File: config.mk
export PLATFORM = sky130hd
export DESIGN_NAME = journal_log_replay_sequencer_top
export DESIGN_NICKNAME = d
export VERILOG_FILES = /design/src/rtl/jlrs_pkg.sv /design/src/rtl/jlrs_ctrl.sv /design/src/rtl/jlrs_dp.sv /design/src/rtl/journal_log_replay_sequencer_top.sv
export SDC_FILE = /design/constraint.sdc
export NUM_CORES = 2
export LEC_CHECK = 0
export BUFFER_PORTS_ARGS = -buffer_cell sky130_fd_sc_hd__clkbuf_2
export CAP_MARGIN = 20
export CORE_MARGIN = 2
export CORE_UTILIZATION = 55
export CTS_CLUSTER_SIZE = 12
export DETAILED_ROUTE_END_ITERATION = 10
export PLACE_DENSITY = 0.71
export SYNTH_ARGS = -nofsm -noshare
export SYNTH_HDL_FRONTEND = slang
export SYNTH_SLANG_ARGS = --single-unit
File: constraint.sdc
create_clock -name clk -period 21.7 [get_ports clk]
set_input_delay 2.17 -clock clk [delete_from_list [all_inputs] [get_ports clk]]
set_output_delay 2.17 -clock clk [all_outputs]
set_load 0.02 [all_outputs]
File: src/rtl/jlrs_pkg.sv
// ----------------------------------------------------------------------------
// jlrs_pkg
// Types and fixed codes shared by the journal replay sequencer modules.
// ----------------------------------------------------------------------------
package jlrs_pkg;

	// journal format constants
	localparam logic [31:0] JMAGIC           = 32'h4A52_4E4C;
	localparam int          JHDR_BYTES       = 8;
	localparam int          RHDR_BYTES       = 4;
	localparam int          COMMIT_REC_BYTES = 4;
	localparam int          DATA_HDR_BYTES   = 8;

	// input opcodes
	localparam logic OP_START  = 1'b0;
	localparam logic OP_RECORD = 1'b1;

	// record kinds
	localparam logic [15:0] RT_DATA   = 16'd1;
	localparam logic [15:0] RT_COMMIT = 16'd2;

	// configuration register indexes
	localparam int   CFG_IDX_W         = 1;
	localparam logic REG_JOURNAL_START = 1'b0;
	localparam logic REG_TOTAL_BLOCKS  = 1'b1;

	// result status codes
	localparam logic [3:0] ST_STARTED  = 4'd0;
	localparam logic [3:0] ST_INVALID  = 4'd1;
	localparam logic [3:0] ST_QUEUED   = 4'd2;
	localparam logic [3:0] ST_SKIPPED  = 4'd3;
	localparam logic [3:0] ST_WRITE    = 4'd4;
	localparam logic [3:0] ST_EMPTY    = 4'd5;
	localparam logic [3:0] ST_STOPPED  = 4'd6;
	localparam logic [3:0] ST_OVERFLOW = 4'd7;
	localparam logic [3:0] ST_IGNORED  = 4'd8;

	// replay phase
	typedef enum logic [1:0] {
		PH_IDLE = 2'd0,
		PH_RUN  = 2'd1,
		PH_STOP = 2'd2
	} phase_t;

	// controller states
	typedef enum logic [1:0] {
		C_ACCEPT = 2'd0,
		C_EVAL   = 2'd1,
		C_READ   = 2'd2,
		C_EMIT   = 2'd3
	} ctl_state_t;

	// input beat
	typedef struct packed {
		logic        opcode;
		logic [31:0] header_magic;
		logic [31:0] header_bytes_used;
		logic [15:0] record_type;
		logic [15:0] record_size;
		logic [31:0] target_block;
	} jlrs_in_t;

	// result beat
	typedef struct packed {
		logic [3:0]  status;
		logic [31:0] dest_block;
		logic [16:0] payload_offset;
		logic        last;
		logic [13:0] transactions;
	} jlrs_out_t;

	// one pending write queue entry
	typedef struct packed {
		logic [31:0] blk;
		logic [16:0] off;
	} jlrs_pend_t;

	// controller to datapath commands
	typedef struct packed {
		logic capture;
		logic evaluate;
		logic rd_issue;
		logic emit;
	} jlrs_cmd_t;

	// datapath to controller status
	typedef struct packed {
		logic out_free;
		logic drain;
		logic drain_last;
	} jlrs_sts_t;

endpackage

File: src/rtl/jlrs_ctrl.sv
// ----------------------------------------------------------------------------
// jlrs_ctrl
// Sequencer for the replay: input capture, header evaluation and the commit
// drain of the pending write queue.
// ----------------------------------------------------------------------------
module jlrs_ctrl (
	input  logic                clk,
	input  logic                arst_n,
	input  logic                in_valid,
	output logic                in_ready,
	input  jlrs_pkg::jlrs_sts_t sts,
	output jlrs_pkg::jlrs_cmd_t cmd
);
	import jlrs_pkg::*;

	ctl_state_t state_q;
	ctl_state_t state_nxt;

	// state register
	always_ff @(posedge clk or negedge arst_n) begin
		if (!arst_n) begin
			state_q <= C_ACCEPT;
		end else begin
			state_q <= state_nxt;
		end
	end

	// next state
	always_comb begin
		state_nxt = state_q;
		case (state_q)
			C_ACCEPT: begin
				if (in_valid) state_nxt = C_EVAL;
			end
			C_EVAL: begin
				if (sts.out_free) state_nxt = sts.drain ? C_READ : C_ACCEPT;
			end
			C_READ: begin
				state_nxt = C_EMIT;
			end
			C_EMIT: begin
				if (sts.out_free) state_nxt = sts.drain_last ? C_ACCEPT : C_READ;
			end
			default: begin
				state_nxt = C_ACCEPT;
			end
		endcase
	end

	// outputs
	always_comb begin
		in_ready     = 1'b0;
		cmd          = '0;
		case (state_q)
			C_ACCEPT: begin
				in_ready    = 1'b1;
				cmd.capture = in_valid;
			end
			C_EVAL: begin
				cmd.evaluate = sts.out_free;
			end
			C_READ: begin
				cmd.rd_issue = 1'b1;
			end
			C_EMIT: begin
				cmd.emit = sts.out_free;
			end
			default: begin
				in_ready = 1'b0;
			end
		endcase
	end

endmodule

File: src/rtl/jlrs_dp.sv
// ----------------------------------------------------------------------------
// jlrs_dp
// Replay datapath: configuration registers, replay state, header checks,
// pending write queue memory and the result register.
// ----------------------------------------------------------------------------
module jlrs_dp #(
	parameter int PENDING_DEPTH       = 64,
	parameter int JOURNAL_BLOCK_COUNT = 16,
	parameter int BLOCK_BYTES         = 4096
) (
	input  logic                           clk,
	input  logic                           arst_n,
	input  jlrs_pkg::jlrs_cmd_t            cmd,
	output jlrs_pkg::jlrs_sts_t            sts,
	input  jlrs_pkg::jlrs_in_t             in_data,
	output jlrs_pkg::jlrs_out_t            out_data,
	output logic                           out_valid,
	input  logic                           out_ready,
	input  logic                           cfg_valid,
	input  logic [jlrs_pkg::CFG_IDX_W-1:0] cfg_index,
	input  logic [31:0]                    cfg_data
);
	import jlrs_pkg::*;

	localparam int CNT_W         = $clog2(PENDING_DEPTH + 1);
	localparam int AW            = (PENDING_DEPTH > 1) ? $clog2(PENDING_DEPTH) : 1;
	localparam int JOURNAL_BYTES = JOURNAL_BLOCK_COUNT * BLOCK_BYTES;
	localparam int DATA_REC_BYTES = DATA_HDR_BYTES + BLOCK_BYTES;

	// configuration
	logic [31:0] journal_start_q;
	logic [31:0] total_blocks_q;

	// replay state
	phase_t           phase_q;
	logic [16:0]      log_offset_q;
	logic [31:0]      log_bytes_used_q;
	logic [CNT_W-1:0] pend_cnt_q;
	logic [13:0]      commit_cnt_q;
	logic [CNT_W-1:0] drain_idx_q;

	// captured input, queue memory and read data
	jlrs_in_t   in_q;
	jlrs_pend_t pend_mem [PENDING_DEPTH];
	jlrs_pend_t rd_data_q;

	// result register
	jlrs_out_t out_q;
	logic      out_valid_q;

	// header checks
	logic        start_ok;
	logic        ignore;
	logic        hdr_past_journal;
	logic        bad_type;
	logic        bad_size;
	logic [17:0] rec_end;
	logic        past_used;
	logic        bad_hdr;
	logic [32:0] area_end;
	logic        in_area;
	logic        tgt_ok;
	logic        queue_full;
	logic [3:0]  st_sel;
	logic [13:0] commit_inc;

	always_comb begin
		start_ok = (in_q.header_magic == JMAGIC)
			&& (in_q.header_bytes_used >= 32'(JHDR_BYTES))
			&& (in_q.header_bytes_used <= 32'(JOURNAL_BYTES));
		ignore = (phase_q != PH_RUN) || ({15'd0, log_offset_q} >= log_bytes_used_q);
		hdr_past_journal = (18'(log_offset_q) + 18'(RHDR_BYTES)) > 18'(JOURNAL_BYTES);
		bad_type = (in_q.record_type != RT_DATA) && (in_q.record_type != RT_COMMIT);
		bad_size = ((in_q.record_type == RT_DATA)
				&& (in_q.record_size != 16'(DATA_REC_BYTES)))
			|| ((in_q.record_type == RT_COMMIT)
				&& (in_q.record_size != 16'(COMMIT_REC_BYTES)))
			|| (in_q.record_size == 16'd0);
		rec_end   = 18'(log_offset_q) + 18'(in_q.record_size);
		past_used = {14'd0, rec_end} > log_bytes_used_q;
		bad_hdr   = hdr_past_journal || bad_type || bad_size || past_used;
		// target must be non-zero, outside the journal area and on the device
		area_end  = 33'(journal_start_q) + 33'(JOURNAL_BLOCK_COUNT);
		in_area   = (in_q.target_block >= journal_start_q)
			&& ({1'b0, in_q.target_block} < area_end);
		tgt_ok    = (in_q.target_block != 32'd0) && !in_area
			&& (in_q.target_block < total_blocks_q);
		queue_full = pend_cnt_q >= CNT_W'(PENDING_DEPTH);
		commit_inc = commit_cnt_q + 14'd1;
	end

	// outcome of the captured beat
	always_comb begin
		if (in_q.opcode == OP_START) begin
			st_sel = start_ok ? ST_STARTED : ST_INVALID;
		end else if (ignore) begin
			st_sel = ST_IGNORED;
		end else if (bad_hdr) begin
			st_sel = ST_STOPPED;
		end else if (in_q.record_type == RT_DATA) begin
			if (!tgt_ok) st_sel = ST_SKIPPED;
			else if (queue_full) st_sel = ST_OVERFLOW;
			else st_sel = ST_QUEUED;
		end else begin
			st_sel = (pend_cnt_q == '0) ? ST_EMPTY : ST_WRITE;
		end
	end

	// status to controller
	assign sts.out_free   = !out_valid_q || out_ready;
	assign sts.drain      = (st_sel == ST_WRITE);
	assign sts.drain_last = ((drain_idx_q + CNT_W'(1)) == pend_cnt_q);

	// control state and configuration
	always_ff @(posedge clk or negedge arst_n) begin
		if (!arst_n) begin
			journal_start_q  <= 32'd1;
			total_blocks_q   <= 32'd64;
			phase_q          <= PH_IDLE;
			log_offset_q     <= 17'(JHDR_BYTES);
			log_bytes_used_q <= 32'd0;
			pend_cnt_q       <= '0;
			commit_cnt_q     <= 14'd0;
			drain_idx_q      <= '0;
			out_valid_q      <= 1'b0;
		end else begin
			// register writes
			if (cfg_valid) begin
				if (cfg_index == REG_JOURNAL_START) journal_start_q <= cfg_data;
				else total_blocks_q <= cfg_data;
			end
			// result beat handshake: a new load wins over the take
			if ((cmd.evaluate && (st_sel != ST_WRITE)) || cmd.emit) out_valid_q <= 1'b1;
			else if (out_ready) out_valid_q <= 1'b0;
			// header evaluation
			if (cmd.evaluate) begin
				case (st_sel)
					ST_STARTED: begin
						phase_q          <= PH_RUN;
						log_offset_q     <= 17'(JHDR_BYTES);
						log_bytes_used_q <= in_q.header_bytes_used;
						pend_cnt_q       <= '0;
						commit_cnt_q     <= 14'd0;
					end
					ST_INVALID: begin
						phase_q    <= PH_IDLE;
						pend_cnt_q <= '0;
					end
					ST_STOPPED, ST_OVERFLOW: begin
						phase_q    <= PH_STOP;
						pend_cnt_q <= '0;
					end
					ST_SKIPPED: begin
						log_offset_q <= rec_end[16:0];
					end
					ST_QUEUED: begin
						log_offset_q <= rec_end[16:0];
						pend_cnt_q   <= pend_cnt_q + CNT_W'(1);
					end
					ST_EMPTY: begin
						log_offset_q <= rec_end[16:0];
						commit_cnt_q <= commit_inc;
					end
					ST_WRITE: begin
						log_offset_q <= rec_end[16:0];
						commit_cnt_q <= commit_inc;
						drain_idx_q  <= '0;
					end
					default: begin
						phase_q <= phase_q;
					end
				endcase
			end
			// commit drain step
			if (cmd.emit) begin
				drain_idx_q <= drain_idx_q + CNT_W'(1);
				if (sts.drain_last) pend_cnt_q <= '0;
			end
		end
	end

	// input capture
	always_ff @(posedge clk) begin
		if (cmd.capture) in_q <= in_data;
	end

	// pending write queue
	always_ff @(posedge clk) begin
		if (cmd.evaluate && (st_sel == ST_QUEUED)) begin
			pend_mem[pend_cnt_q[AW-1:0]] <= '{blk: in_q.target_block, off: log_offset_q};
		end
		if (cmd.rd_issue) rd_data_q <= pend_mem[drain_idx_q[AW-1:0]];
	end

	// result payload
	always_ff @(posedge clk) begin
		if (cmd.emit) begin
			out_q.status         <= ST_WRITE;
			out_q.dest_block     <= rd_data_q.blk;
			out_q.payload_offset <= rd_data_q.off;
			out_q.last           <= sts.drain_last;
			out_q.transactions   <= commit_cnt_q;
		end else if (cmd.evaluate && (st_sel != ST_WRITE)) begin
			out_q.status         <= st_sel;
			out_q.dest_block     <= 32'd0;
			out_q.payload_offset <= (st_sel == ST_QUEUED) ? log_offset_q : 17'd0;
			out_q.last           <= 1'b1;
			if (st_sel == ST_STARTED) out_q.transactions <= 14'd0;
			else if (st_sel == ST_EMPTY) out_q.transactions <= commit_inc;
			else out_q.transactions <= commit_cnt_q;
		end
	end

	assign out_data  = out_q;
	assign out_valid = out_valid_q;

endmodule

File: src/rtl/journal_log_replay_sequencer_top.sv
// ----------------------------------------------------------------------------
// journal_log_replay_sequencer_top
// Replays a block journal from its headers: checks the journal start, checks
// each record header, queues valid data writes and emits them on commit.
//
//   channel   signals                               direction
//   input     in_valid, in_ready, in_data           header beats in
//   result    out_valid, out_ready, out_data        result beats out
//   config    cfg_valid, cfg_ready, cfg_index,      register writes in
//             cfg_data
//
// A header beat is captured in the accept state, then checked against the
// replay state in the evaluate state, which loads the result register.
// A commit with queued writes then drains them; each write takes a queue
// memory read step followed by a result load step.
// Reset is asynchronous; the queue memory needs no clearing pass.
// A full result register holds evaluation and drain until its beat is taken.
// ----------------------------------------------------------------------------
module journal_log_replay_sequencer_top #(
	parameter int PENDING_DEPTH       = 64,
	parameter int JOURNAL_BLOCK_COUNT = 16,
	parameter int BLOCK_BYTES         = 4096
) (
	input  logic                           clk,
	input  logic                           arst_n,
	input  logic                           in_valid,
	output logic                           in_ready,
	input  jlrs_pkg::jlrs_in_t             in_data,
	output logic                           out_valid,
	input  logic                           out_ready,
	output jlrs_pkg::jlrs_out_t            out_data,
	input  logic                           cfg_valid,
	output logic                           cfg_ready,
	input  logic [jlrs_pkg::CFG_IDX_W-1:0] cfg_index,
	input  logic [31:0]                    cfg_data
);
	import jlrs_pkg::*;

	jlrs_cmd_t cmd;
	jlrs_sts_t sts;

	// register writes are always taken
	assign cfg_ready = 1'b1;

	// sequencer
	jlrs_ctrl u_ctrl (
		.clk      (clk),
		.arst_n   (arst_n),
		.in_valid (in_valid),
		.in_ready (in_ready),
		.sts      (sts),
		.cmd      (cmd)
	);

	// replay datapath
	jlrs_dp #(
		.PENDING_DEPTH       (PENDING_DEPTH),
		.JOURNAL_BLOCK_COUNT (JOURNAL_BLOCK_COUNT),
		.BLOCK_BYTES         (BLOCK_BYTES)
	) u_dp (
		.clk       (clk),
		.arst_n    (arst_n),
		.cmd       (cmd),
		.sts       (sts),
		.in_data   (in_data),
		.out_data  (out_data),
		.out_valid (out_valid),
		.out_ready (out_ready),
		.cfg_valid (cfg_valid),
		.cfg_index (cfg_index),
		.cfg_data  (cfg_data)
	);

endmodule

# Yosys cells after proc, flatten, opt, wreduce, memory -nomap -nowiden
# Memory sizes are Yosys's and may differ from the RTL's. A register that Yosys moved wholly into a read port is not among the register bits.
# Cells that the tools add are included.
# word_totals
ff_bits	343
mem_bits_rw	3136
inputBits	167
out_inout_bits	71
word_cells	143
n_memories	1
# memory_table
name	words	width	read_ports	rd_ports_with_merged_regs	write_ports	line_no	text
u_dp.pend_mem	64	49	1	1	1	jlrs_dp.sv:44	jlrs_pend_t pend_mem [PENDING_DEPTH];
# op_classes
add_sub_neg	6
n_lt_le_gt_ge	9
n_eq_ne	23
mux	38
bitwise_logic	1
reduce_logical	44
# op_table
operator	count
2-to-1 mux 64 bit	2
2-to-1 mux 7 bit	6
one-hot mux 17 bit (2 select lines)	1
adder 32 x 5 -> 33 bit (second input constant)	1
< comparator 32 x 33 -> 1 bit	1
equality test 32 x 31 -> 1 bit (second input constant)	1
>= comparator 17 x 32 -> 1 bit	1
>= comparator 32 bit	1
>= comparator 32 x 4 -> 1 bit (second input constant)	1
> comparator 18 x 32 -> 1 bit	1
<= comparator 32 x 17 -> 1 bit (second input constant)	1
< comparator 32 bit	1
nonzero test 32 bit	1
2-to-1 mux 14 bit	2
one-hot mux 14 bit (2 select lines)	1
2-to-1 mux 4 bit	5
adder 17 x 16 -> 18 bit	1
adder 17 x 3 -> 18 bit (second input constant)	1
> comparator 18 x 17 -> 1 bit (second input constant)	1
2-to-1 mux 17 bit	1
equality test 16 x 1 -> 1 bit (second input constant)	1
equality test 16 x 2 -> 1 bit (second input constant)	1
equality test 4 x 3 -> 1 bit (second input constant)	4
zero test 16 bit	1
other kinds (34)	83

# Logic depth before layout (Yosys ltp)
# logic_depth
ltp_word	17
ltp_mapped	26
mapped_depth_nobuf	24

# Cells and area by module
# Synthesis repeated with hierarchy kept, for this count alone.
# hier_totals
cells_unflattened	6111
hier_area_um2	137867.2
# by_module_without_submodules
mod	instances	cells_each	area_per_inst_um2	seq_area_each_um2
jlrs_dp	1	6098	137747.1	105124.6
jlrs_ctrl	1	11	108.9	50.0
journal_log_replay_sequencer_top	1	2	11.3	0.0

# Least setup slack after synthesis
# Ideal clock, no wire load.
# synth_path
path_type	reg2reg
start	register u_dp.log_offset_q[1]
end	memory u_dp.pend_mem[19][0] (netlist name) (enable)
setup_time_ns	0.456
t_arrival_ns	7.722
required_time_ns	21.244
setup_slack_ns	13.522
stages_incl_launch_ff	24
path_buffers	0
period_less_slack_ns	8.178
path_cell_list	dfrtp_1 > ha_1 > a21o_1 > a21oi_1 > o21bai_1 > a31o_2 > a41oi_1 > a211oi_1 > o21a_1 > o21a_1 > o21a_1 > or3_1 > and2_1 > ha_1 > o211ai_1 > a21oi_1 > or4_4 > a31oi_4 > nand3_1 > nor2_1 > nand3_1 > nor2_1 > nand3_1 > nor2_1
# synth_between
elab_chain_len	12
word_cells_on_any_way	16
cone_classes	add/sub: 2; order compare: 3; eq/ne: 1; mux: 5; reduce/logical: 5
# synth_lines
item	line_no	text
start, declared	jlrs_dp.sv:36	logic [16:0] log_offset_q;
start signal, assigned	jlrs_dp.sv:120	log_offset_q <= 17'(JHDR_BYTES);
start signal, assigned	jlrs_dp.sv:140	log_offset_q <= 17'(JHDR_BYTES);
start signal, assigned	jlrs_dp.sv:154	log_offset_q <= rec_end[16:0];
adder 17 x 3 -> 18 bit	jlrs_dp.sv:72	hdr_past_journal = (18'(log_offset_q) + 18'(RHDR_BYTES)) > 18'(JOURNAL_BYTES);
> comparator 18 x 17 -> 1 bit	jlrs_dp.sv:72	
logical OR 1 bit (3 in a row)	jlrs_dp.sv:81	bad_hdr = hdr_past_journal || bad_type || bad_size || past_used;
2-to-1 mux 4 bit	jlrs_dp.sv:98	end else if (bad_hdr) begin
2-to-1 mux 4 bit (*)	jlrs_dp.sv:96	end else if (ignore) begin
2-to-1 mux 4 bit (*)	jlrs_dp.sv:94	if (in_q.opcode == OP_START) begin
equality test 4 x 2 -> 1 bit (*)	jlrs_dp.sv:189	if (cmd.evaluate && (st_sel == ST_QUEUED)) begin
logical AND 1 bit (*)	jlrs_dp.sv:189	
2-to-1 mux 1 bit (*)	jlrs_dp.sv:189	
2-to-1 mux 1 bit (implied by the code) (*)	jlrs_dp.sv:190	pend_mem[pend_cnt_q[AW-1:0]] <= '{blk: in_q.target_block, off: log_offset_q};
end, declared	jlrs_dp.sv:44	
# Every way passes the cells marked *; elsewhere a longest branch is shown, timed or not.

# Worst setup path after layout
# layout_path
start	register u_dp.log_offset_q[5]
end	memory u_dp.pend_mem[48][18] (netlist name) (enable)
# Same word-level chain as after synthesis.

==> parameters.txt <==
Parameter                              Value

Placement
  Placement-stage worst setup slack ... about 14 ns
  GPL Wtd Cong ... slightly below 0.9
  Count of input and output buffers ... ~240
  Sum of net half-perimeters after detailed placement ... ~240000 um

Synthesis
  Sequential-to-total area share from yosys stat ... approximately three quarters
  Fraction of post-synthesis cell area in the top cell type by area ... 73.50%
  Post-Syn Instances ... a little under 7k
  Dominant register cell in the synthesized netlist ... sky130_fd_sc_hd__edfxtp_1
  Top area cells in the synthesized netlist ... sky130_fd_sc_hd__edfxtp_1 73%, sky130_fd_sc_hd__mux4_2 12%, sky130_fd_sc_hd__dfrtp_1 2.6%
  Cell area after technology mapping ... about 140000 um^2
  Async set-reset flop share out of synthesis ... under 10%
  Top post-synthesis cells by count ... 3378 x sky130_fd_sc_hd__edfxtp_1, 727 x sky130_fd_sc_hd__mux4_2, 337 x sky130_fd_sc_hd__mux2i_1
  Number of flip-flops and latches in the synthesized netlist ... roughly 3.5k
  Most instantiated library cell after synthesis ... sky130_fd_sc_hd__edfxtp_1
  Yosys top cell by area ... sky130_fd_sc_hd__edfxtp_1
  Synth Warn # ... 0
  Count of cell types in the netlist ... between 60 and 70
  Per-instance average area after synthesis ... roughly 20 um^2
  EDFF count, synth ... about 3.4k
  Post-Synthesis Net Count ... between 7k and 8k

Power
  IR Drop Worst-Case VDD ... slightly above 0.08 mV
  Sequential Power Share ... 54.6%
  Standby leakage power ... between 50 and 60 nW
  Share of total power consumed by net switching ... 22.26%
  Clock Power Share ... 39.4%
  Power density of the placed cells ... between 90 and 100 nW/um^2
  Net load switching power ... 3.180 mW
  Part of the total power dissipated in combinational logic ... 6.1%
  Internal Power ... approximately 11 mW

Status
  Outcome ... complete, no violations

GRT
  Antenna violations before repair ... between 40 and 50
  Largest net degree at the start of global routing ... between 100 and 150
  Total overflow reported by the global router ... 0
  Number of global-route vias before repair ... around 70k
  Global routing usage summed across all routing layers ... a little under a third
  Wire length of the first global-routing pass ... 544600 um

Setup path
  Type of destination of the critical path ... flop
  Required time of the worst setup path ... 22.28 ns
  Highest net fanout along the worst path ... 33
  Worst Setup Path Type ... flop to flop
  Element type at the critical path start ... flop
  Arrival @ worst endpoint ... 8.72 ns

Floorplanning
  Horizontal die dimension ... a little over 500 um
  Starting utilization of the core area ... 55.40%
  Floorplan die height ... slightly above 500 um
  Area enclosed by the die boundary ... approximately 250000 um^2
  Area of the placeable core ... about 250000 um^2
  # IOs ... 238
  Placement Rows ... about 180

Clock network
  Clk_lat worst skew ... ~0.99 ns
  Maximum level of the CTS H-tree ... 5
  Number of buffers created by CTS ... roughly 370
  Root buf cell ... sky130_fd_sc_hd__clkbuf_16
  Number of clock sinks ... roughly 3.5k
  Setup Fix Bufs, Post-CTS ... 0
  Register clock-pin slew on the reported worst setup and hold paths ... 0.06 ns
  Clock Tree Buf Depth ... 4
  Quantity of gates resized following cts ... 0
  Cts hold-fix bufs ... 0
  Clock tree from TritonCTS ... yes

Cells and area
  Share of final-layout standard cells stronger than drive strength 1 ... 23.84%
  FILL cells ... between 15k and 20k
  Net count of the finished layout ... approximately 7.5k
  Relative area change from synthesis to final layout ... 12.06%

Timing
  Fin. Hold Viols ... 0
  Upper clock frequency limit ... roughly 120 MHz
  Setup repair after global routing missed its margin ... no
  Slew at the pin closest to its max-slew limit ... approximately 1.2 ns
  Final min period ... around 8.1 ns
  Final number of max-transition violations ... 0
  Final TNS setup ... 0 ns
  Skew final ... around 0.063 ns
  Setup violation total in the final timing report ... 0
  Worst slew margin relative to its limit ... between 20% and 30%
  Part of the cycle the worst path needs ... between 30 and 40%
  Post-route worst setup slack ... 13.55 ns

Detailed routing
  Vias per cell ... roughly 6.8
  Drc violations ... 0
  Routed wirelength normalized by instance count ... ~36 um
  Total Wirelength ... 390800 um
  DR vias ... about 73k
  Post-detailed-route count of antenna-violating nets ... 0
  Number of DRC markers after the initial detailed-route iteration ... roughly 11k
  Number of iterations in the first detailed-routing pass ... 5

Worst hold path
  Class of the tightest hold or removal check ... flop to flop

Run
  Maxcap violations ... 0
stage by stage:
step           hold slack, ns  instance area (um^2)  cells  utilization [%]  power [mW]
6_report               0.4652                154700  10750            62.08       14.29
3_5_place_dp           0.4472                144300  10180            57.94       8.799
3_3_place_gp           0.4533                144300  10180            57.93       8.768
5_1_grt                0.4782                154600  10740            62.07       14.65
4_1_cts                0.4669                154600  10730            62.05       14.32
2_1_floorplan          0.4539                138000   6740                -       8.347
layer usage:
metal,track usage [%],wire length (um),vias to the layer above
li1,-,-,28940
met1,42.80,143900,38170
met2,46.03,180600,4995
met3,7.711,47220,702
met4,13.13,18990,8
met5,0,44,-
placed cells by master (no fill, tap or decap), drive strengths merged, types with 17 or more instances in the layout:
cell / instances
nor4: 30
dfrtp: 143
xnor2: 47
nand2: 178
clkbuf: 714
mux4: 727
nor2: 153
a211oi: 47
ha: 148
nand3: 67
mux2i: 337
a31oi: 33
mux2: 62
edfxtp: 3378
a22o: 18
nor3: 40
o22ai: 62
o211ai: 20
buf: 221
clkinv: 60
o31ai: 17
inv: 114
o221ai: 148
and2: 63
a21o: 22
nand4: 36
a21oi: 239
o21ai: 154
flip-flops by register name, summed over array words and instances, names as in the netlist:
register	flops
u_dp.log_bytes_used_q	32
u_dp.pend_mem	3136
u_dp.commit_cnt_q	14
u_dp.out_valid	1
u_ctrl.state_q	2
u_dp.phase_q	2
u_dp.out_data	68
u_dp.drain_idx_q	7
u_dp.log_offset_q	17
u_dp.rd_data_q	49
u_dp.pend_cnt_q	7
u_dp.total_blocks_q	32
u_dp.in_q	129
u_dp.journal_start_q	32
cells by family (layout without fill, tap and decap cells):
family | Yosys count | in the layout | share of synthesized area (%)
DFF | 3528 | 3528 | 76.21
xor gates and xnor gates | 50 | 50 | 0.3173
other | 1 | 14 | 0.002717
and+or+nand+nor | 630 | 630 | 2.200
AOI/OAI and AO/OA | 807 | 807 | 3.799
buffers and inverters | 449 | 1116 | 1.305
muxes | 1126 | 1126 | 14.81
adders and majority gates | 149 | 149 | 1.356
cell type report:
cell class / instances / area, um^2 / share of cell area [%]
Multi-Input combinational cell: 2763 / 31560 / 20.41
Tap cell: 3330 / 4167 / 2.694
Sequential cell: 3528 / 105200 / 68.03
Clock inverter: 72 / 528.0 / 0.3414
Timing Repair Buffer: 457 / 3014 / 1.949
Inverter: 109 / 421.7 / 0.2726
Clock buffer: 478 / 9716 / 6.282
Antenna cell: 13 / 32.53 / 0.02103
worst paths after layout:
path	startpoint	end	slack [ns]	cells past startpoint
worst max register to register	u_dp.log_offset_q[5]	u_dp.pend_mem[48][18]	13.55	23
worst max-delay path	u_dp.log_offset_q[5]	u_dp.pend_mem[48][18]	13.55	23
worst min-delay path	u_dp.out_data[64]	u_dp.out_data[64]	0.47	2
worst min register to register	u_dp.out_data[64]	u_dp.out_data[64]	0.47	2
min in group asynchronous	arst_n	u_dp.total_blocks_q[2]	1.27	1
max in group asynchronous	arst_n	u_dp.log_offset_q[16]	18.82	2
worst max-delay path, stage by stage (launching register included):
cell	delay, ns
sky130_fd_sc_hd__dfrtp_2	0.79
sky130_fd_sc_hd__ha_1	0.42
sky130_fd_sc_hd__a21o_1	0.19
sky130_fd_sc_hd__a31o_2	0.22
sky130_fd_sc_hd__a41oi_1	0.30
sky130_fd_sc_hd__a211oi_1	0.13
sky130_fd_sc_hd__o21a_1	0.21
sky130_fd_sc_hd__o21a_1	0.18
sky130_fd_sc_hd__o21a_1	0.17
sky130_fd_sc_hd__or3_1	0.32
sky130_fd_sc_hd__and2_1	0.17
sky130_fd_sc_hd__ha_1	0.29
sky130_fd_sc_hd__o211ai_1	0.10
sky130_fd_sc_hd__a21oi_1	0.11
sky130_fd_sc_hd__or4_4	0.50
sky130_fd_sc_hd__a31oi_4	0.29
sky130_fd_sc_hd__nand3_1	0.25
sky130_fd_sc_hd__nor2_1	0.23
sky130_fd_sc_hd__nand3_1	0.20
sky130_fd_sc_hd__nor2_1	0.50
sky130_fd_sc_hd__nand2_1	0.57
sky130_fd_sc_hd__buf_4	0.37
sky130_fd_sc_hd__nor2_4	0.58
sky130_fd_sc_hd__buf_4	0.59
power by group through the flow:
| stage | logic [mW] | clock network [mW] | registers, mW |
|---|---|---|---|
| after floorplan | 0.288 | 0 | 8.06 |
| after global placement | 0.834 | 0 | 7.93 |
| after detailed placement | 0.863 | 0 | 7.94 |
| after CTS | 0.865 | 5.66 | 7.80 |
| after global routing | 0.925 | 5.92 | 7.80 |
| final | 0.868 | 5.62 | 7.80 |
No activity file was read; power rests on OpenSTA's default activity.
